## src/design/psc_pkg.sv

```systemverilog
`timescale 1ns / 1ps
`default_nettype none
// ----------------------------------------------------------------------------
// psc_pkg
// Shared types, codes and reset values of the power sequencing controller.
// ----------------------------------------------------------------------------
package psc_pkg;

    localparam int unsigned COUNT_WIDTH_DEF = 16;
    localparam int unsigned CFG_W           = 16;
    localparam int unsigned CFG_IDX_W       = 8;
    localparam int unsigned STATE_CODE_W    = 3;

    // configuration register indexes
    localparam logic [CFG_IDX_W-1:0] CFG_PUSH_TICKS      = 8'd0;
    localparam logic [CFG_IDX_W-1:0] CFG_LONG_PUSH_TICKS = 8'd1;
    localparam logic [CFG_IDX_W-1:0] CFG_SELFTEST_TICKS  = 8'd2;
    localparam logic [CFG_IDX_W-1:0] CFG_SHUTDOWN_TICKS  = 8'd3;

    localparam logic [CFG_W-1:0] PUSH_TICKS_RST      = 16'd150;
    localparam logic [CFG_W-1:0] LONG_PUSH_TICKS_RST = 16'd500;
    localparam logic [CFG_W-1:0] SELFTEST_TICKS_RST  = 16'd150;
    localparam logic [CFG_W-1:0] SHUTDOWN_TICKS_RST  = 16'd3000;

    // drive line positions
    localparam int unsigned DRV_LED     = 0;
    localparam int unsigned DRV_CONV    = 1;
    localparam int unsigned DRV_BATT    = 2;
    localparam int unsigned DRV_BOUT    = 3;
    localparam int unsigned DRV_WHEEL   = 4;
    localparam int unsigned DRV_CHARGER = 5;
    localparam int unsigned DRV_W       = 6;

    // reported power state codes
    localparam logic [STATE_CODE_W-1:0] PS_INITIAL = 3'd0;
    localparam logic [STATE_CODE_W-1:0] PS_WAIT_SW = 3'd1;
    localparam logic [STATE_CODE_W-1:0] PS_SELFTEST = 3'd2;
    localparam logic [STATE_CODE_W-1:0] PS_STANDBY = 3'd3;
    localparam logic [STATE_CODE_W-1:0] PS_NORMAL  = 3'd4;
    localparam logic [STATE_CODE_W-1:0] PS_AUTO    = 3'd5;
    localparam logic [STATE_CODE_W-1:0] PS_MANUAL  = 3'd6;
    localparam logic [STATE_CODE_W-1:0] PS_HALTED  = 3'd7;

    typedef enum logic [7:0] {
        ST_INITIAL  = 8'b0000_0001,
        ST_WAIT_SW  = 8'b0000_0010,
        ST_SELFTEST = 8'b0000_0100,
        ST_STANDBY  = 8'b0000_1000,
        ST_NORMAL   = 8'b0001_0000,
        ST_AUTO     = 8'b0010_0000,
        ST_MANUAL   = 8'b0100_0000,
        ST_HALTED   = 8'b1000_0000
    } t_state;

    typedef enum logic [1:0] {
        CLS_RELEASED = 2'd0,
        CLS_PUSHED   = 2'd1,
        CLS_LONG     = 2'd2
    } t_class;

    typedef struct packed {
        logic switch_level;
        logic plugged;
        logic health_ok;
        logic converter_ok;
        logic estop_switch;
        logic host_estop;
        logic host_power_off;
        logic host_dead;
        logic host_ready;
        logic docked;
        logic chargeable;
        logic charge_end;
    } t_tick;

    // sequencer -> classifier
    typedef struct packed {
        logic step;
        logic clear;
    } t_cls_ctrl;

    function automatic logic [STATE_CODE_W-1:0] state_code(input t_state s);
        logic [STATE_CODE_W-1:0] c;
        case (s)
            ST_INITIAL:  c = PS_INITIAL;
            ST_WAIT_SW:  c = PS_WAIT_SW;
            ST_SELFTEST: c = PS_SELFTEST;
            ST_STANDBY:  c = PS_STANDBY;
            ST_NORMAL:   c = PS_NORMAL;
            ST_AUTO:     c = PS_AUTO;
            ST_MANUAL:   c = PS_MANUAL;
            ST_HALTED:   c = PS_HALTED;
            default:     c = PS_INITIAL;
        endcase
        return c;
    endfunction

endpackage
`default_nettype wire

```

## src/design/psc_classifier.sv

```systemverilog
`timescale 1ns / 1ps
`default_nettype none
// ----------------------------------------------------------------------------
// psc_classifier
// Push-button press classifier: hold counter restarted on each level change,
// marks pushed / long pushed while the button stays pressed.
// ----------------------------------------------------------------------------
module psc_classifier #(
    parameter int unsigned COUNT_WIDTH = psc_pkg::COUNT_WIDTH_DEF
) (
    input  wire logic                      i_clk,
    input  wire logic                      i_rst_n,
    input  wire psc_pkg::t_cls_ctrl        i_ctrl,
    input  wire logic                      i_level,
    input  wire logic [psc_pkg::CFG_W-1:0] i_push_ticks,
    input  wire logic [psc_pkg::CFG_W-1:0] i_long_ticks,
    output psc_pkg::t_class                o_class_next,
    output psc_pkg::t_class                o_class
);

    localparam int unsigned CMP_W =
        (COUNT_WIDTH > psc_pkg::CFG_W) ? COUNT_WIDTH : psc_pkg::CFG_W;

    logic                   r_known, n_known;
    logic                   r_prev, n_prev;
    logic                   r_run, n_run;
    logic [COUNT_WIDTH-1:0] r_cnt, n_cnt;
    psc_pkg::t_class        r_class, n_class;
    logic [CMP_W-1:0]       w_cnt_ext;

    assign w_cnt_ext = CMP_W'(n_cnt);

    always_comb begin
        n_known = r_known;
        n_prev  = r_prev;
        n_run   = r_run;
        n_cnt   = r_cnt;
        n_class = r_class;
        if (!r_known || (r_prev != i_level)) begin
            n_known = 1'b1;
            n_prev  = i_level;
            n_cnt   = '0;
            n_run   = 1'b1;
        end else begin
            if (r_run && (r_cnt != '1)) begin
                n_cnt = r_cnt + COUNT_WIDTH'(1);
            end
            // level low means pressed
            if (!i_level) begin
                if (w_cnt_ext > CMP_W'(i_long_ticks)) begin
                    n_class = psc_pkg::CLS_LONG;
                end else if ((w_cnt_ext > CMP_W'(i_push_ticks)) &&
                             (r_class == psc_pkg::CLS_RELEASED)) begin
                    n_class = psc_pkg::CLS_PUSHED;
                end
            end
        end
    end

    assign o_class_next = n_class;
    assign o_class      = r_class;

    always_ff @(posedge i_clk) begin
        if (!i_rst_n) begin
            r_known <= 1'b0;
            r_prev  <= 1'b0;
            r_run   <= 1'b0;
            r_cnt   <= '0;
            r_class <= psc_pkg::CLS_RELEASED;
        end else if (i_ctrl.step) begin
            r_known <= n_known;
            r_prev  <= n_prev;
            if (i_ctrl.clear) begin
                r_run   <= 1'b0;
                r_cnt   <= '0;
                r_class <= psc_pkg::CLS_RELEASED;
            end else begin
                r_run   <= n_run;
                r_cnt   <= n_cnt;
                r_class <= n_class;
            end
        end
    end

    // a cleared step leaves the class released
    a_clear_releases: assert property (@(posedge i_clk) disable iff (!i_rst_n)
        (i_ctrl.step && i_ctrl.clear) |=> (r_class == psc_pkg::CLS_RELEASED) && !r_run)
        else $error("classifier not released after clear");

endmodule
`default_nettype wire

```

## src/design/psc_sequencer.sv

```systemverilog
`timescale 1ns / 1ps
`default_nettype none
// ----------------------------------------------------------------------------
// psc_sequencer
// Power state machine: state entries, drive lines, self-test and shutdown
// tick counters. One step per tick beat.
// ----------------------------------------------------------------------------
module psc_sequencer #(
    parameter int unsigned COUNT_WIDTH = psc_pkg::COUNT_WIDTH_DEF
) (
    input  wire logic                        i_clk,
    input  wire logic                        i_rst_n,
    input  wire logic                        i_step,
    input  wire psc_pkg::t_tick              i_tick,
    input  wire psc_pkg::t_class             i_class,
    input  wire logic [psc_pkg::CFG_W-1:0]   i_selftest_ticks,
    input  wire logic [psc_pkg::CFG_W-1:0]   i_shutdown_ticks,
    output psc_pkg::t_cls_ctrl               o_cls_ctrl,
    output psc_pkg::t_state                  o_state,
    output logic [psc_pkg::DRV_W-1:0]       o_drive,
    output logic                             o_waiting
);

    localparam int unsigned CMP_W =
        (COUNT_WIDTH > psc_pkg::CFG_W) ? COUNT_WIDTH : psc_pkg::CFG_W;

    psc_pkg::t_state             r_state, n_state;
    logic [psc_pkg::DRV_W-1:0]   r_drv, n_drv;
    logic [COUNT_WIDTH-1:0]      r_st_cnt, n_st_cnt;
    logic [COUNT_WIDTH-1:0]      r_sd_cnt, n_sd_cnt;
    logic                        r_wait, n_wait;
    logic                        r_started, n_started;
    logic                        w_clear;
    logic                        w_bad;

    // drive line changes made on entering a state
    function automatic logic [psc_pkg::DRV_W-1:0] drv_enter(
        input psc_pkg::t_state           s,
        input logic [psc_pkg::DRV_W-1:0] d
    );
        logic [psc_pkg::DRV_W-1:0] r;
        r = d;
        case (s)
            psc_pkg::ST_HALTED: begin
                r[psc_pkg::DRV_LED]  = 1'b0;
                r[psc_pkg::DRV_CONV] = 1'b0;
                r[psc_pkg::DRV_BATT] = 1'b0;
                r[psc_pkg::DRV_BOUT] = 1'b0;
            end
            psc_pkg::ST_SELFTEST: begin
                r[psc_pkg::DRV_LED]  = 1'b1;
                r[psc_pkg::DRV_BATT] = 1'b1;
                r[psc_pkg::DRV_BOUT] = 1'b0;
            end
            psc_pkg::ST_STANDBY: begin
                r[psc_pkg::DRV_CONV]    = 1'b1;
                r[psc_pkg::DRV_WHEEL]   = 1'b1;
                r[psc_pkg::DRV_BOUT]    = 1'b1;
                r[psc_pkg::DRV_CHARGER] = 1'b0;
            end
            psc_pkg::ST_NORMAL: begin
                r[psc_pkg::DRV_WHEEL]   = 1'b0;
                r[psc_pkg::DRV_BOUT]    = 1'b1;
                r[psc_pkg::DRV_CHARGER] = 1'b0;
            end
            psc_pkg::ST_AUTO: begin
                r[psc_pkg::DRV_CHARGER] = 1'b1;
            end
            psc_pkg::ST_MANUAL: begin
                r[psc_pkg::DRV_WHEEL]   = 1'b1;
                r[psc_pkg::DRV_BOUT]    = 1'b0;
                r[psc_pkg::DRV_CHARGER] = 1'b0;
            end
            default: begin
            end
        endcase
        return r;
    endfunction

    assign w_bad = (i_class != psc_pkg::CLS_RELEASED) || i_tick.host_power_off ||
                   !i_tick.health_ok || !i_tick.converter_ok || i_tick.estop_switch ||
                   i_tick.host_estop || i_tick.host_dead;

    always_comb begin
        n_state   = r_state;
        n_drv     = r_drv;
        n_st_cnt  = r_st_cnt;
        n_sd_cnt  = r_sd_cnt;
        n_wait    = r_wait;
        n_started = r_started;
        w_clear   = 1'b0;
        case (r_state)
            psc_pkg::ST_INITIAL: begin
                if (i_tick.plugged) begin
                    n_drv    = drv_enter(psc_pkg::ST_SELFTEST, n_drv);
                    n_st_cnt = '0;
                    n_state  = psc_pkg::ST_SELFTEST;
                end else begin
                    n_state = psc_pkg::ST_WAIT_SW;
                end
            end
            psc_pkg::ST_WAIT_SW: begin
                if (i_class != psc_pkg::CLS_RELEASED) begin
                    n_started = 1'b1;
                    w_clear   = 1'b1;
                    n_drv     = drv_enter(psc_pkg::ST_SELFTEST, n_drv);
                    n_st_cnt  = '0;
                    n_state   = psc_pkg::ST_SELFTEST;
                end
            end
            psc_pkg::ST_SELFTEST: begin
                if (r_st_cnt != '1) begin
                    n_st_cnt = r_st_cnt + COUNT_WIDTH'(1);
                end
                if ((!r_started && !i_tick.plugged) ||
                    (!i_tick.health_ok &&
                     (CMP_W'(n_st_cnt) > CMP_W'(i_selftest_ticks)))) begin
                    n_started = 1'b0;
                    n_drv     = drv_enter(psc_pkg::ST_HALTED, n_drv);
                    n_state   = psc_pkg::ST_HALTED;
                end else if (i_tick.health_ok) begin
                    n_drv   = drv_enter(psc_pkg::ST_STANDBY, n_drv);
                    n_wait  = 1'b0;
                    n_state = psc_pkg::ST_STANDBY;
                end
            end
            psc_pkg::ST_STANDBY: begin
                if (r_wait && (r_sd_cnt != '1)) begin
                    n_sd_cnt = r_sd_cnt + COUNT_WIDTH'(1);
                end
                if (!i_tick.converter_ok || (i_class == psc_pkg::CLS_LONG) ||
                    i_tick.host_dead) begin
                    n_started = 1'b0;
                    n_drv     = drv_enter(psc_pkg::ST_HALTED, n_drv);
                    n_state   = psc_pkg::ST_HALTED;
                end else if ((i_class == psc_pkg::CLS_PUSHED) ||
                             i_tick.host_power_off || !i_tick.health_ok) begin
                    if (r_wait) begin
                        if (CMP_W'(n_sd_cnt) > CMP_W'(i_shutdown_ticks)) begin
                            n_started = 1'b0;
                            n_drv     = drv_enter(psc_pkg::ST_HALTED, n_drv);
                            n_state   = psc_pkg::ST_HALTED;
                        end
                    end else begin
                        // first request: cut the load and start the shutdown wait
                        n_wait                  = 1'b1;
                        n_drv[psc_pkg::DRV_BOUT] = 1'b0;
                        n_sd_cnt                = '0;
                    end
                end else if (!i_tick.estop_switch && !i_tick.host_estop &&
                             i_tick.host_ready) begin
                    n_drv   = drv_enter(psc_pkg::ST_NORMAL, n_drv);
                    n_state = psc_pkg::ST_NORMAL;
                end
            end
            psc_pkg::ST_NORMAL: begin
                // entries stack up in order; the last one sets the state
                if (w_bad) begin
                    n_drv   = drv_enter(psc_pkg::ST_STANDBY, n_drv);
                    n_wait  = 1'b0;
                    n_state = psc_pkg::ST_STANDBY;
                end
                if (i_tick.plugged) begin
                    n_drv   = drv_enter(psc_pkg::ST_MANUAL, n_drv);
                    n_state = psc_pkg::ST_MANUAL;
                end
                if (i_tick.docked && i_tick.chargeable) begin
                    n_drv   = drv_enter(psc_pkg::ST_AUTO, n_drv);
                    n_state = psc_pkg::ST_AUTO;
                end
            end
            psc_pkg::ST_AUTO: begin
                if (w_bad) begin
                    n_drv   = drv_enter(psc_pkg::ST_STANDBY, n_drv);
                    n_wait  = 1'b0;
                    n_state = psc_pkg::ST_STANDBY;
                end
                if (i_tick.charge_end || !i_tick.docked) begin
                    n_drv   = drv_enter(psc_pkg::ST_NORMAL, n_drv);
                    n_state = psc_pkg::ST_NORMAL;
                end
            end
            psc_pkg::ST_MANUAL: begin
                if (i_class != psc_pkg::CLS_RELEASED) begin
                    w_clear = 1'b1;
                end
                if (!i_tick.plugged) begin
                    n_drv   = drv_enter(psc_pkg::ST_NORMAL, n_drv);
                    n_state = psc_pkg::ST_NORMAL;
                end
            end
            default: begin
                // halted: frozen
            end
        endcase
    end

    // classifier is frozen once halted
    assign o_cls_ctrl.step  = i_step && (r_state != psc_pkg::ST_HALTED);
    assign o_cls_ctrl.clear = w_clear;
    assign o_state          = r_state;
    assign o_drive          = r_drv;
    assign o_waiting        = r_wait;

    always_ff @(posedge i_clk) begin
        if (!i_rst_n) begin
            r_state   <= psc_pkg::ST_INITIAL;
            r_drv     <= '0;
            r_st_cnt  <= '0;
            r_sd_cnt  <= '0;
            r_wait    <= 1'b0;
            r_started <= 1'b0;
        end else if (i_step) begin
            r_state   <= n_state;
            r_drv     <= n_drv;
            r_st_cnt  <= n_st_cnt;
            r_sd_cnt  <= n_sd_cnt;
            r_wait    <= n_wait;
            r_started <= n_started;
        end
    end

    a_halt_sticky: assert property (@(posedge i_clk) disable iff (!i_rst_n)
        (r_state == psc_pkg::ST_HALTED) |=> (r_state == psc_pkg::ST_HALTED) && $stable(r_drv))
        else $error("halted state left or drive changed");

    a_halt_off: assert property (@(posedge i_clk) disable iff (!i_rst_n)
        (r_state == psc_pkg::ST_HALTED) |->
            !r_drv[psc_pkg::DRV_LED] && !r_drv[psc_pkg::DRV_CONV] &&
            !r_drv[psc_pkg::DRV_BATT] && !r_drv[psc_pkg::DRV_BOUT] && !r_started)
        else $error("power still driven while halted");

    a_manual_load_off: assert property (@(posedge i_clk) disable iff (!i_rst_n)
        (r_state == psc_pkg::ST_MANUAL) |-> !r_drv[psc_pkg::DRV_BOUT] &&
            r_drv[psc_pkg::DRV_WHEEL] && !r_drv[psc_pkg::DRV_CHARGER])
        else $error("manual charge drive lines wrong");

endmodule
`default_nettype wire

```

## src/design/power_sequencing_controller.sv

```systemverilog
`timescale 1ns / 1ps
`default_nettype none
// ----------------------------------------------------------------------------
// power_sequencing_controller
// Power-board sequencer stepped once per tick beat: press classifier plus
// power state machine, one result beat per tick beat.
//
//   channel | direction | handshake              | payload
//   --------+-----------+------------------------+---------------------------
//   in      | input     | i_in_valid / o_in_ready | 12 status flags
//   out     | output    | o_out_valid / i_out_ready| state, class, drive lines
//   cfg     | input     | i_cfg_valid / o_cfg_ready| i_cfg_index, i_cfg_data
//
// One tick beat per cycle while the result side does not stall; a taken tick
// passes the input register, then the state registers that also hold the result.
// The state registers advance only when the result slot is free or drained,
// so an output stall holds one tick in the input register and then stalls in.
// Config writes take effect the next cycle; o_cfg_ready is always high.
// Reset (synchronous, low) loads the register defaults and the initial state.
// ----------------------------------------------------------------------------
module power_sequencing_controller #(
    parameter int unsigned COUNT_WIDTH = psc_pkg::COUNT_WIDTH_DEF
) (
    input  wire logic                            i_clk,
    input  wire logic                            i_rst_n,
    // tick input
    input  wire logic                            i_in_valid,
    output logic                                 o_in_ready,
    input  wire logic                            i_switch_level,
    input  wire logic                            i_plugged,
    input  wire logic                            i_health_ok,
    input  wire logic                            i_converter_ok,
    input  wire logic                            i_estop_switch,
    input  wire logic                            i_host_estop,
    input  wire logic                            i_host_power_off,
    input  wire logic                            i_host_dead,
    input  wire logic                            i_host_ready,
    input  wire logic                            i_docked,
    input  wire logic                            i_chargeable,
    input  wire logic                            i_charge_end,
    // result output
    output logic                                 o_out_valid,
    input  wire logic                            i_out_ready,
    output logic [psc_pkg::STATE_CODE_W-1:0]    o_pwr_state,
    output logic [1:0]                           o_switch_class,
    output logic                                 o_switch_led,
    output logic                                 o_converter_enable,
    output logic                                 o_battery_enable,
    output logic                                 o_battery_out,
    output logic                                 o_wheel_disable,
    output logic                                 o_charger_enable,
    output logic                                 o_shutdown_pending,
    // configuration
    input  wire logic                            i_cfg_valid,
    output logic                                 o_cfg_ready,
    input  wire logic [psc_pkg::CFG_IDX_W-1:0]  i_cfg_index,
    input  wire logic [psc_pkg::CFG_W-1:0]      i_cfg_data
);

    logic [psc_pkg::CFG_W-1:0] r_push_ticks;
    logic [psc_pkg::CFG_W-1:0] r_long_ticks;
    logic [psc_pkg::CFG_W-1:0] r_selftest_ticks;
    logic [psc_pkg::CFG_W-1:0] r_shutdown_ticks;

    logic                      r_in_valid;
    psc_pkg::t_tick            r_in;
    logic                      r_out_valid;
    logic                      w_fire;

    psc_pkg::t_cls_ctrl        w_cls_ctrl;
    psc_pkg::t_class           w_class_next;
    psc_pkg::t_class           w_class;
    psc_pkg::t_state           w_state;
    logic [psc_pkg::DRV_W-1:0] w_drive;
    logic                      w_waiting;

    // configuration registers
    assign o_cfg_ready = 1'b1;

    always_ff @(posedge i_clk) begin
        if (!i_rst_n) begin
            r_push_ticks     <= psc_pkg::PUSH_TICKS_RST;
            r_long_ticks     <= psc_pkg::LONG_PUSH_TICKS_RST;
            r_selftest_ticks <= psc_pkg::SELFTEST_TICKS_RST;
            r_shutdown_ticks <= psc_pkg::SHUTDOWN_TICKS_RST;
        end else if (i_cfg_valid) begin
            case (i_cfg_index)
                psc_pkg::CFG_PUSH_TICKS:      r_push_ticks     <= i_cfg_data;
                psc_pkg::CFG_LONG_PUSH_TICKS: r_long_ticks     <= i_cfg_data;
                psc_pkg::CFG_SELFTEST_TICKS:  r_selftest_ticks <= i_cfg_data;
                psc_pkg::CFG_SHUTDOWN_TICKS:  r_shutdown_ticks <= i_cfg_data;
                default: begin
                end
            endcase
        end
    end

    // input register and result handshake
    assign w_fire     = r_in_valid && (!r_out_valid || i_out_ready);
    assign o_in_ready = !r_in_valid || w_fire;

    always_ff @(posedge i_clk) begin
        if (!i_rst_n) begin
            r_in_valid  <= 1'b0;
            r_out_valid <= 1'b0;
        end else begin
            if (o_in_ready) begin
                r_in_valid <= i_in_valid;
            end
            if (w_fire) begin
                r_out_valid <= 1'b1;
            end else if (i_out_ready) begin
                r_out_valid <= 1'b0;
            end
        end
    end

    always_ff @(posedge i_clk) begin
        if (o_in_ready && i_in_valid) begin
            r_in.switch_level   <= i_switch_level;
            r_in.plugged        <= i_plugged;
            r_in.health_ok      <= i_health_ok;
            r_in.converter_ok   <= i_converter_ok;
            r_in.estop_switch   <= i_estop_switch;
            r_in.host_estop     <= i_host_estop;
            r_in.host_power_off <= i_host_power_off;
            r_in.host_dead      <= i_host_dead;
            r_in.host_ready     <= i_host_ready;
            r_in.docked         <= i_docked;
            r_in.chargeable     <= i_chargeable;
            r_in.charge_end     <= i_charge_end;
        end
    end

    psc_classifier #(
        .COUNT_WIDTH (COUNT_WIDTH)
    ) u_classifier (
        .i_clk        (i_clk),
        .i_rst_n      (i_rst_n),
        .i_ctrl       (w_cls_ctrl),
        .i_level      (r_in.switch_level),
        .i_push_ticks (r_push_ticks),
        .i_long_ticks (r_long_ticks),
        .o_class_next (w_class_next),
        .o_class      (w_class)
    );

    psc_sequencer #(
        .COUNT_WIDTH (COUNT_WIDTH)
    ) u_sequencer (
        .i_clk            (i_clk),
        .i_rst_n          (i_rst_n),
        .i_step           (w_fire),
        .i_tick           (r_in),
        .i_class          (w_class_next),
        .i_selftest_ticks (r_selftest_ticks),
        .i_shutdown_ticks (r_shutdown_ticks),
        .o_cls_ctrl       (w_cls_ctrl),
        .o_state          (w_state),
        .o_drive          (w_drive),
        .o_waiting        (w_waiting)
    );

    // state registers hold the result until the next step
    assign o_out_valid        = r_out_valid;
    assign o_pwr_state        = psc_pkg::state_code(w_state);
    assign o_switch_class     = w_class;
    assign o_switch_led       = w_drive[psc_pkg::DRV_LED];
    assign o_converter_enable = w_drive[psc_pkg::DRV_CONV];
    assign o_battery_enable   = w_drive[psc_pkg::DRV_BATT];
    assign o_battery_out      = w_drive[psc_pkg::DRV_BOUT];
    assign o_wheel_disable    = w_drive[psc_pkg::DRV_WHEEL];
    assign o_charger_enable   = w_drive[psc_pkg::DRV_CHARGER];
    assign o_shutdown_pending = w_waiting;

    a_hold_tick: assert property (@(posedge i_clk) disable iff (!i_rst_n)
        (r_in_valid && !w_fire) |=> r_in_valid && $stable(r_in))
        else $error("pending tick lost or overwritten");

    a_result_frozen: assert property (@(posedge i_clk) disable iff (!i_rst_n)
        (r_out_valid && !i_out_ready) |=> $stable(o_pwr_state) && $stable(w_drive) &&
            $stable(o_switch_class) && $stable(w_waiting))
        else $error("result changed while stalled");

    a_step_gives_result: assert property (@(posedge i_clk) disable iff (!i_rst_n)
        w_fire |=> r_out_valid)
        else $error("tick step without result");

endmodule
`default_nettype wire

```

## config.mk

```make
export PLATFORM = sky130hd
export DESIGN_NAME = power_sequencing_controller
export DESIGN_NICKNAME = d
export VERILOG_FILES = /design/src/design/psc_pkg.sv /design/src/design/psc_classifier.sv /design/src/design/psc_sequencer.sv /design/src/design/power_sequencing_controller.sv
export SDC_FILE = /design/constraint.sdc
export NUM_CORES = 1
export LEC_CHECK = 0
export BUFFER_PORTS_ARGS = -buffer_cell sky130_fd_sc_hd__buf_4
export CAP_MARGIN = 30
export CORE_UTILIZATION = 35
export CTS_CLUSTER_SIZE = 40
export DETAILED_ROUTE_END_ITERATION = 7
export RECOVER_POWER = 50
export SKIP_CTS_REPAIR_TIMING = 1
export SLEW_MARGIN = 30
export SYNTH_ARGS = -nofsm -noshare
export SYNTH_HDL_FRONTEND = slang
export SYNTH_SLANG_ARGS = --single-unit
```

## constraint.sdc

```tcl
create_clock -name i_clk -period 12.85 [get_ports i_clk]
set_input_delay 0.6425 -clock i_clk [delete_from_list [all_inputs] [get_ports i_clk]]
set_output_delay 0.6425 -clock i_clk [all_outputs]
set_load 0.1 [all_outputs]
```

After elaboration in Yosys (flattened, before gate mapping)
Index checks and enable logic that the tools add are counted.
Operators by class
  add/sub/neg operators: 3
  $lt $le $gt $ge: 4
  equality and inequality tests: 37
  mux-type cells: 69
  bitwise gates (word level): 3
  reduce and logical (&&, ||, !) cells: 65
Operators by type and width (number)
  2-to-1 mux 16 bit: 12
  2-to-1 mux 8 bit: 13
  greater-than comparator 16 bit: 4
  2-to-1 mux 6 bit: 10
  case mux 8 bit (7 select lines): 1
  adder 16 x 1 -> 16 bit (second input constant): 3
  inequality test 16 bit (second input constant): 3
  case mux 16 bit (3 select lines): 1
  case mux 6 bit (7 select lines): 1
  equality test 8 x 2 -> 1 bit (second input constant): 3
  case mux 3 bit (7 select lines): 1
  2-to-1 mux 1 bit: 18
  AND reduction 9 bit: 2
  equality test 8 x 1 -> 1 bit (second input constant): 2
  AND reduction 8 bit: 2
  logical OR 1 bit: 15
  AND reduction 2 bit: 7
  AND reduction 7 bit: 2
  2-to-1 mux 4 bit: 3
  inequality test 2 bit (second input constant): 6
  logical AND 1 bit: 11
  zero test 1 bit: 10
  2-to-1 mux 2 bit: 5
  inequality test 2 x 1 -> 1 bit (second input constant): 5
  other kinds (30): 41
Word-level totals
  register bits: 147
  input port bits: 41
  output and inout bits: 15
  logic and storage cells: 213

Depth between registers and ports, before layout
Gate-level depths: netlist of run 1.
  depth in word-level cells: 21
  depth in mapped cells: 20
  gate-level depth less buffers: 18

Modules after synthesis
Synthesis of run 1 repeated with hierarchy kept, for this count alone.
Second synthesis, totals
  cells, all modules: 1110
  area total of the unflattened synthesis: 9227.6 um^2
By module, submodules not included
  psc_sequencer: times used 1, cells each 544, area each 4021.4 um^2
  power_sequencing_controller: times used 1, cells each 283, area each 3094.2 um^2
  psc_classifier: times used 1, cells each 283, area each 2112.0 um^2

Least setup slack after synthesis of run 1
Ideal clock, no wire load.
  path type: reg-to-reg
  start point: reg u_classifier.r_cnt[5]
  end point: reg u_sequencer.r_sd_cnt[10]
  arrival time: 4.193 ns
  data required time: 12.718 ns
  path slack: 8.525 ns
  stages on the path, launching flop included: 21
  clock period less this slack: 4.325 ns
  path through: dfxtp_1 > and3_1 > and3_1 > nand4_1 > o31a_2 > and3_1 > nand2_1 > xor2_1 > nor2_1 > ha_1 > and3_1 > a221oi_1 > nor3_1 > a2111oi_4 > nor2_2 > o21a_2 > or4_4 > buf_6 > buf_8 > nand3_1 > a21oi_1
Between the ends
  cells in the longest elaborated chain, start to end: 15
  elaborated cells between the ends (all ways): 20
  those cells by class: 1 x add/sub; 2 x order compare; 3 x eq/ne; 8 x mux; 6 x reduce/logical
Ends and longest elaborated chain
  start: declaration: line psc_classifier.sv:27  | logic [COUNT_WIDTH-1:0] r_cnt, n_cnt;
  start signal: assignment: line psc_classifier.sv:79  | r_cnt <= n_cnt;
  parallel branches: the longest is 2 deep, another holds adder 16 x 1 -> 16 bit
  2-to-1 mux 16 bit (*): line psc_classifier.sv:45  | if (r_run && (r_cnt != '1)) begin
  2-to-1 mux 16 bit (*): line psc_classifier.sv:39  | if (!r_known || (r_prev != i_level)) begin
  greater-than comparator 16 bit: line psc_classifier.sv:52  | end else if ((w_cnt_ext > CMP_W'(i_push_ticks)) &&
  logical AND 1 bit: line psc_classifier.sv:52
  2-to-1 mux 2 bit: line psc_classifier.sv:52
  2-to-1 mux 2 bit (*): line psc_classifier.sv:50  | if (w_cnt_ext > CMP_W'(i_long_ticks)) begin
  2-to-1 mux 2 bit (*): line psc_classifier.sv:49  | if (!i_level) begin
  2-to-1 mux 2 bit (*): line psc_classifier.sv:39
  equality test 2 x 1 -> 1 bit: line psc_sequencer.sv:136  | end else if ((i_class == psc_pkg::CLS_PUSHED) ||
  logical OR 1 bit: line psc_sequencer.sv:136
  logical OR 1 bit: line psc_sequencer.sv:137  | i_tick.host_power_off || !i_tick.health_ok) begin
  2-to-1 mux 16 bit: line psc_sequencer.sv:136
  2-to-1 mux 16 bit (*): line psc_sequencer.sv:131  | if (!i_tick.converter_ok || (i_class == psc_pkg::CLS_LONG) ||
  end signal: assignment: line psc_sequencer.sv:217  | r_sd_cnt <= n_sd_cnt;
  end: declaration: line psc_sequencer.sv:30  | logic [COUNT_WIDTH-1:0] r_sd_cnt, n_sd_cnt;
Mark *: on every way between the ends.
A chain may end at the register's enable or synchronous reset.

==> impl_metrics.ini, run 1 <==
[drt]
routed_wl_um = 23100
drt-wirelength-per-cell_um = 16.1
vias_per_cell = 5.30
drc = 0
drtIter0Drc = 431
firstDrtPassIters = 5
ant_nets = 0
vias = 7622

[sta]
finalMaxSlewViolations = 120
grt_setup_unrepaired = no
layout_min_cycle_time_ns = 5.70
max_slew_margin_pct = -110
hold_viol = 0
fin_setup_tns_ns = 0
setup_viol = 0
max_freq_mhz = 175
clock_skew_ns = 0.0116
tightest_slew_ns = 3.16
fin_crit_sh_pct = 44.4

[global_route]
grt_pass1_vias = 7245
overflow = 0
antenna_found_initial = 0
grt_pass1_wl_um = 38300
grt_usage_pct = 18.7
grt_start_max_net_pins = 68

[cts]
path_clk_slew_ns = 0.07
htree_levels = 4
clk_latency_ns = 0.43
cts_buffers = 17
clk_path_buf_depth = 2
cts_sinks = 146
ctsRootBufferMaster = clkbuf_16
tritoncts = done

[layout]
drive_gt1_share_pct = 9.61
multi_input_area_um2 = 5200
regArea_um2 = 3040
antenna_cells = 0
fin_util_pct = 40.6
layout_common_cells = nand2_1, dfxtp_1, nor2_1, a21oi_1
fin_cells = 1438
design_area_um2 = 9900
nets = 1209
final_common_cell = nand2_1
area_delta_synth_final_pct = 13.3
fillers = 2526

[worst_hold_path]
hp-class = primary input to flip-flop

[power_and_ir_drop]
powerDensity_nw_per_um2 = 107
vdd_ir_drop_max_mv = 0.0686
leakagePower_nw = 3.94
total_power_mw = 1.05

[place]
io_buffer_count = 54
hpwl_um = 16900
placed_cell_area_um2 = 9360
gp_congestion = 0.859
placedCellCount = 1406

[logic_synthesis]
synth_seq_cells = 146
avgSynthCellArea_um2 = 8.14
yosys.area.top_type = dfxtp_1
synth_nets = 1181
syn_area_um2 = 8730
async_flop_share_pct = 0
ys_seq_area_share_pct = 34.8
netlist.area_leader.share_pct = 30.7
ys.flop_type = dfxtp_1
yosysWarnings = 0
synth.top_cells.by_area = dfxtp_1, ha_1, nand2_1
synth_edf_count = 12
synthCells = 1073
synth.distinct_cells = 82

[worst_setup_path]
crit_type = primary input to flip-flop
crit_chain = clkbuf_1 -> inv_1 -> clkbuf_1 -> or4_1 -> mux2i_1
cp_data_required_time_ns = 13.21
crit_arrival_ns = 6.06
end_kind = flip-flop
critPathMaxStageDelay_ns = 1.79
crit_top_cell = clkbuf_1
slowest_stage = clkbuf_1
cp_max_fo = 67
critPathTopFamily = buffers and inverters
startpoint_type = primary input
path_buf_inv = 3

[die]
row_count = 57
start_util_pct = 35.8
die_x_um = 160
fp.coreArea_um2 = 24400
dieArea_um2 = 25600
die_y_um = 160
io_pins = 56

[job]
cap_violations = 2

[outcome]
violations = max-capacitance violations, max-slew violations
status = complete, but fails checks
## layout make-up
class / count / share of cell area (%)
Tap cell: 324 / 4.10
Timing Repair Buffer: 59 / 4.02
Multi-Input combinational cell: 809 / 52.6
Sequential cell: 146 / 30.7
Clock inverter: 13 / 1.50
Inverter: 68 / 2.58
Clock buffer: 19 / 4.48
## sequential cells by signal (all words and copies together), names as in the netlist
name / flops
r_in: 12
u_classifier.r_cnt: 16
r_in_valid: 1
u_sequencer.r_sd_cnt: 16
u_sequencer.r_st_cnt: 16
u_classifier.r_known: 1
u_classifier.o_class: 2
u_sequencer.o_waiting: 1
u_sequencer.o_drive: 5
u_sequencer.o_state: 8
r_shutdown_ticks: 16
o_out_valid: 1
r_long_ticks: 16
r_selftest_ticks: 16
u_classifier.r_run: 1
u_classifier.r_prev: 1
r_push_ticks: 16
u_sequencer.r_started: 1
## path summary, 6_finish.rpt
kind	from	to	slack, ns	cells after the start
worst min-delay path	i_charge_end	r_in[0]$_DFFE_PP_	0.40	1
worst max-delay path	i_rst_n	u_sequencer.r_st_cnt[0]$_SDFFE_PN0P_	7.15	5
worst min register to register	r_selftest_ticks[13]$_SDFFE_PN0P_	r_selftest_ticks[13]$_SDFFE_PN0P_	0.46	2
worst max register to register	u_classifier.r_cnt[5]$_SDFFE_PN0P_	u_classifier.r_cnt[4]$_SDFFE_PN0P_	7.80	17
## worst reg2reg max path, stage by stage, from the launching register on
cell and delay [ns]:
dfxtp_1 0.39, and3_1 0.20, and3_1 0.25, nand4_1 0.17, o31a_2 0.44, nand4_1 0.25
nor3_1 0.10, xnor2_1 0.19, nor2_1 0.09, ha_1 0.31, a211oi_1 0.24, o21ai_1 0.14
nor4_1 0.69, o21ai_0 0.30, o22ai_1 0.33, nand2_1 0.31, or3_1 0.40, a21oi_1 0.14
## routing by layer
layer  vias to the layer above  global-route usage (%)  share of wire [%]
li1                       3853                       -                  -
met1                      3599                    26.1                 49
met2                       148                    29.5                 45
met3                        22                    3.64                4.8
met4                         0                    4.55                1.5
met5                         -                       0                  0
## cell usage after synthesis (5+ instances only)
library cell and number:
a211oi_1 6, a21o_1 13, a21oi_1 81, a22o_1 6, a22oi_1 5, a31oi_1 10, and2_1 8, and3_1 18
and4_1 7, buf_2 12, clkbuf_1 32, dfxtp_1 134, edfxtp_1 12, ha_1 67, inv_1 67, mux2i_1 31
nand2_1 158, nand2b_1 16, nand3_1 34, nand3b_1 6, nand4_1 27, nor2_1 90, nor2b_1 14, nor3_1 15
nor4_1 6, o211ai_1 18, o21ai_0 30, or3_1 16, xnor2_1 25, xor2_1 16
## metrics by stage
step	hold slack [ns]	worst slack, ns
final	0.402	7.15
after floorplan	0.436	8.53
after global routing	0.386	6.60
after detailed placement	0.448	7.86
after global placement	0.443	7.96
after CTS	0.375	7.81
## power by group
part | switching, mW | internal, mW
registers | 0.00545 | 0.464
logic | 0.0506 | 0.0241
clock network | 0.216 | 0.294
## kinds of logic (layout without fill, tap and decap cells)
| logic type | after synthesis | after routing | share of synthesized area, % |
|---|---|---|---|
| XOR/XNOR | 41 | 41 | 4.11 |
| AND/OR/NAND/NOR | 440 | 440 | 24.7 |
| other | 1 | 1 | 0.0429 |
| multiplexers | 35 | 35 | 4.07 |
| flip-flops | 146 | 146 | 34.8 |
| adder cells (fa/ha/maj) | 67 | 67 | 9.60 |
| buffers and inverters | 118 | 159 | 5.63 |
| AO/OA/AOI/OAI | 225 | 225 | 17.0 |
Note: power is estimated with default switching activity, not from simulation.
==> run 2, diff against run 1 <==
==> constraint.sdc (replaced) <==
create_clock -name i_clk -period 5.7 [get_ports i_clk]
set_input_delay 0.285 -clock i_clk [delete_from_list [all_inputs] [get_ports i_clk]]
set_output_delay 0.285 -clock i_clk [all_outputs]
set_load 0.1 [all_outputs]
==> run 2 against run 1 <==
Against the previous run: the flow still finishes with violations (max-capacitance violations, max-slew violations); sequential share of layout area grew 0.11 points; die area is the same; first-iteration DRC count grew 8.8%; clock-buffer cell count grew 1; global-route usage shrank 0.16 points; non-clock buffer count grew 1.
==> impl_metrics.ini, run 2 (same netlist as run 1, synthesis figures left out) <==
[worst_setup_path]
crit_type = flip-flop to flip-flop
cp-startpoint = u_classifier.r_cnt[5]$_SDFFE_PN0P_
r2r-end = u_classifier.r_cnt[10]$_SDFFE_PN0P_
cp_max_fo = 11
reg2reg_depth = 18
startpoint_type = flip-flop
r2r_start = u_classifier.r_cnt[5]$_SDFFE_PN0P_
crit_arrival_ns = 5.36
cp_data_required_time_ns = 6.03
end_kind = flip-flop
reg2reg_slack_ns = 0.67

[drt]
wl_met2_um = 10400
drt-wirelength-per-cell_um = 16.1
dr_wl_met3_um = 940
vias_per_cell = 5.24
drc = 0
top_layer = met4
drtIter0Drc = 469
ant_nets = 0
routed_wl_um = 23200
met1Wirelength_um = 11500
vias = 7537
firstDrtPassIters = 5

[layout]
layout_common_cells = nand2_1, dfxtp_1, nor2_1, a21oi_1
antenna_cells = 0
drive_gt1_share_pct = 9.24
final_common_cell = nand2_1
nets = 1210
area_delta_synth_final_pct = 12.9

[die]
dieArea_um2 = 25600
fp.coreArea_um2 = 24400
die_x_um = 160
start_util_pct = 35.8
row_count = 57
io_pins = 56
die_y_um = 160

[sta]
tightest_slew_ns = 2.56
max_freq_mhz = 199
fin_setup_tns_ns = 0
layout_min_cycle_time_ns = 5.03
fin_crit_sh_pct = 88.2
max_slew_margin_pct = -70.6
whs_ns = 0.0530
finalMaxSlewViolations = 52
setup_viol = 0
clock_skew_ns = 0.0153
hold_viol = 0
grt_setup_unrepaired = no

[cts]
htree_levels = 4
clk_path_buf_depth = 2
path_clk_slew_ns = 0.06
clk_latency_ns = 0.43
cts_buffers = 17
tritoncts = done
ctsRootBufferMaster = clkbuf_16
cts_sinks = 146

[global_route]
grt_pass1_vias = 7200
grt_usage_pct = 18.5
grt_start_max_net_pins = 67
overflow = 0
grt_pass1_wl_um = 37800
antenna_found_initial = 0

[worst_hold_path]
hp-start = i_converter_ok
hp-class = primary input to flip-flop
hold_depth = 1
min_to = r_in[8]$_DFFE_PP_

[power_and_ir_drop]
vdd_ir_drop_max_mv = 0.123
powerDensity_nw_per_um2 = 234
leakagePower_nw = 3.93

[place]
hpwl_um = 16900
gp_congestion = 0.891
io_buffer_count = 54

[outcome]
status = complete, but fails checks
violations = max-capacitance violations, max-slew violations

[job]
cap_violations = 1
-- run 2: changes by cell type in the layout (fill, tap and decap cells not counted), sizes merged --
cell    before  now
inv         72   67
clkinv       4    8
clkbuf      45   47
-- run 2: final cells by class --
class	count	area [um^2]
tap	324	405
inverter	68	255
timing repair buffer	60	399
clock inverter	12	118
sequential	146	3040
fill	2482	14500
multi-input combinational	809	5200
clock buffer	20	437
-- run 2: how the worst max path moves through the flow --
stage	end
5_1_grt	u_classifier.r_cnt[9]$_SDFFE_PN0P_
2_1_floorplan	u_sequencer.r_sd_cnt[10]$_SDFFE_PN0P_
3_5_place_dp	u_classifier.r_cnt[7]$_SDFFE_PN0P_
3_3_place_gp	u_classifier.r_cnt[15]$_SDFFE_PN0P_
6_report	u_classifier.r_cnt[10]$_SDFFE_PN0P_
4_1_cts	u_classifier.r_cnt[10]$_SDFFE_PN0P_
-- run 2: per-stage QoR --
stage / cell area (um^2) / worst slack (ns) / util [%] / std cells / power, mW
final: 9860 / 0.673 / 40.4 / 1439 / 2.31
after global routing: 9860 / 0.263 / 40.4 / 1439 / 2.40
after CTS: 9920 / 0.778 / 40.7 / 1439 / 2.34
after detailed placement: 9360 / 0.827 / 38.4 / 1407 / 1.25
after global placement: 9350 / 0.902 / 38.3 / 1406 / 1.25
after floorplan: 8730 / 1.38 / - / 1073 / 1.19
-- run 2: worst max-delay path: stages (launching register included) --
cell	delay (ns)
dfxtp_1	0.39
and3_1	0.21
and3_1	0.25
nand4_1	0.17
o31a_2	0.44
nand4_1	0.25
nor2_1	0.09
xnor2_1	0.23
nor2_1	0.12
ha_1	0.31
nand4_1	0.17
nor4_1	0.31
nor2_1	0.07
o21ai_0	0.45
o21ai_0	0.25
o22ai_1	0.36
nand2_1	0.32
or3_1	0.40
a21oi_1	0.15
-- run 2: where the power goes --
part / switching, mW / internal [mW] / leakage, nW
logic: 0.115 / 0.0545 / 2.47
clock network: 0.448 / 0.637 / 0.262
registers: 0.0120 / 1.05 / 1.20
total: 0.575 / 1.74 / 3.93
-- run 2: metal layers --
metal / vias to the layer above / GRT usage, %
met2: 145 / 28.8
met1: 3517 / 25.8
met3: 27 / 3.61
li1: 3848 / -
met4: 0 / 5.71
met5: - / 0
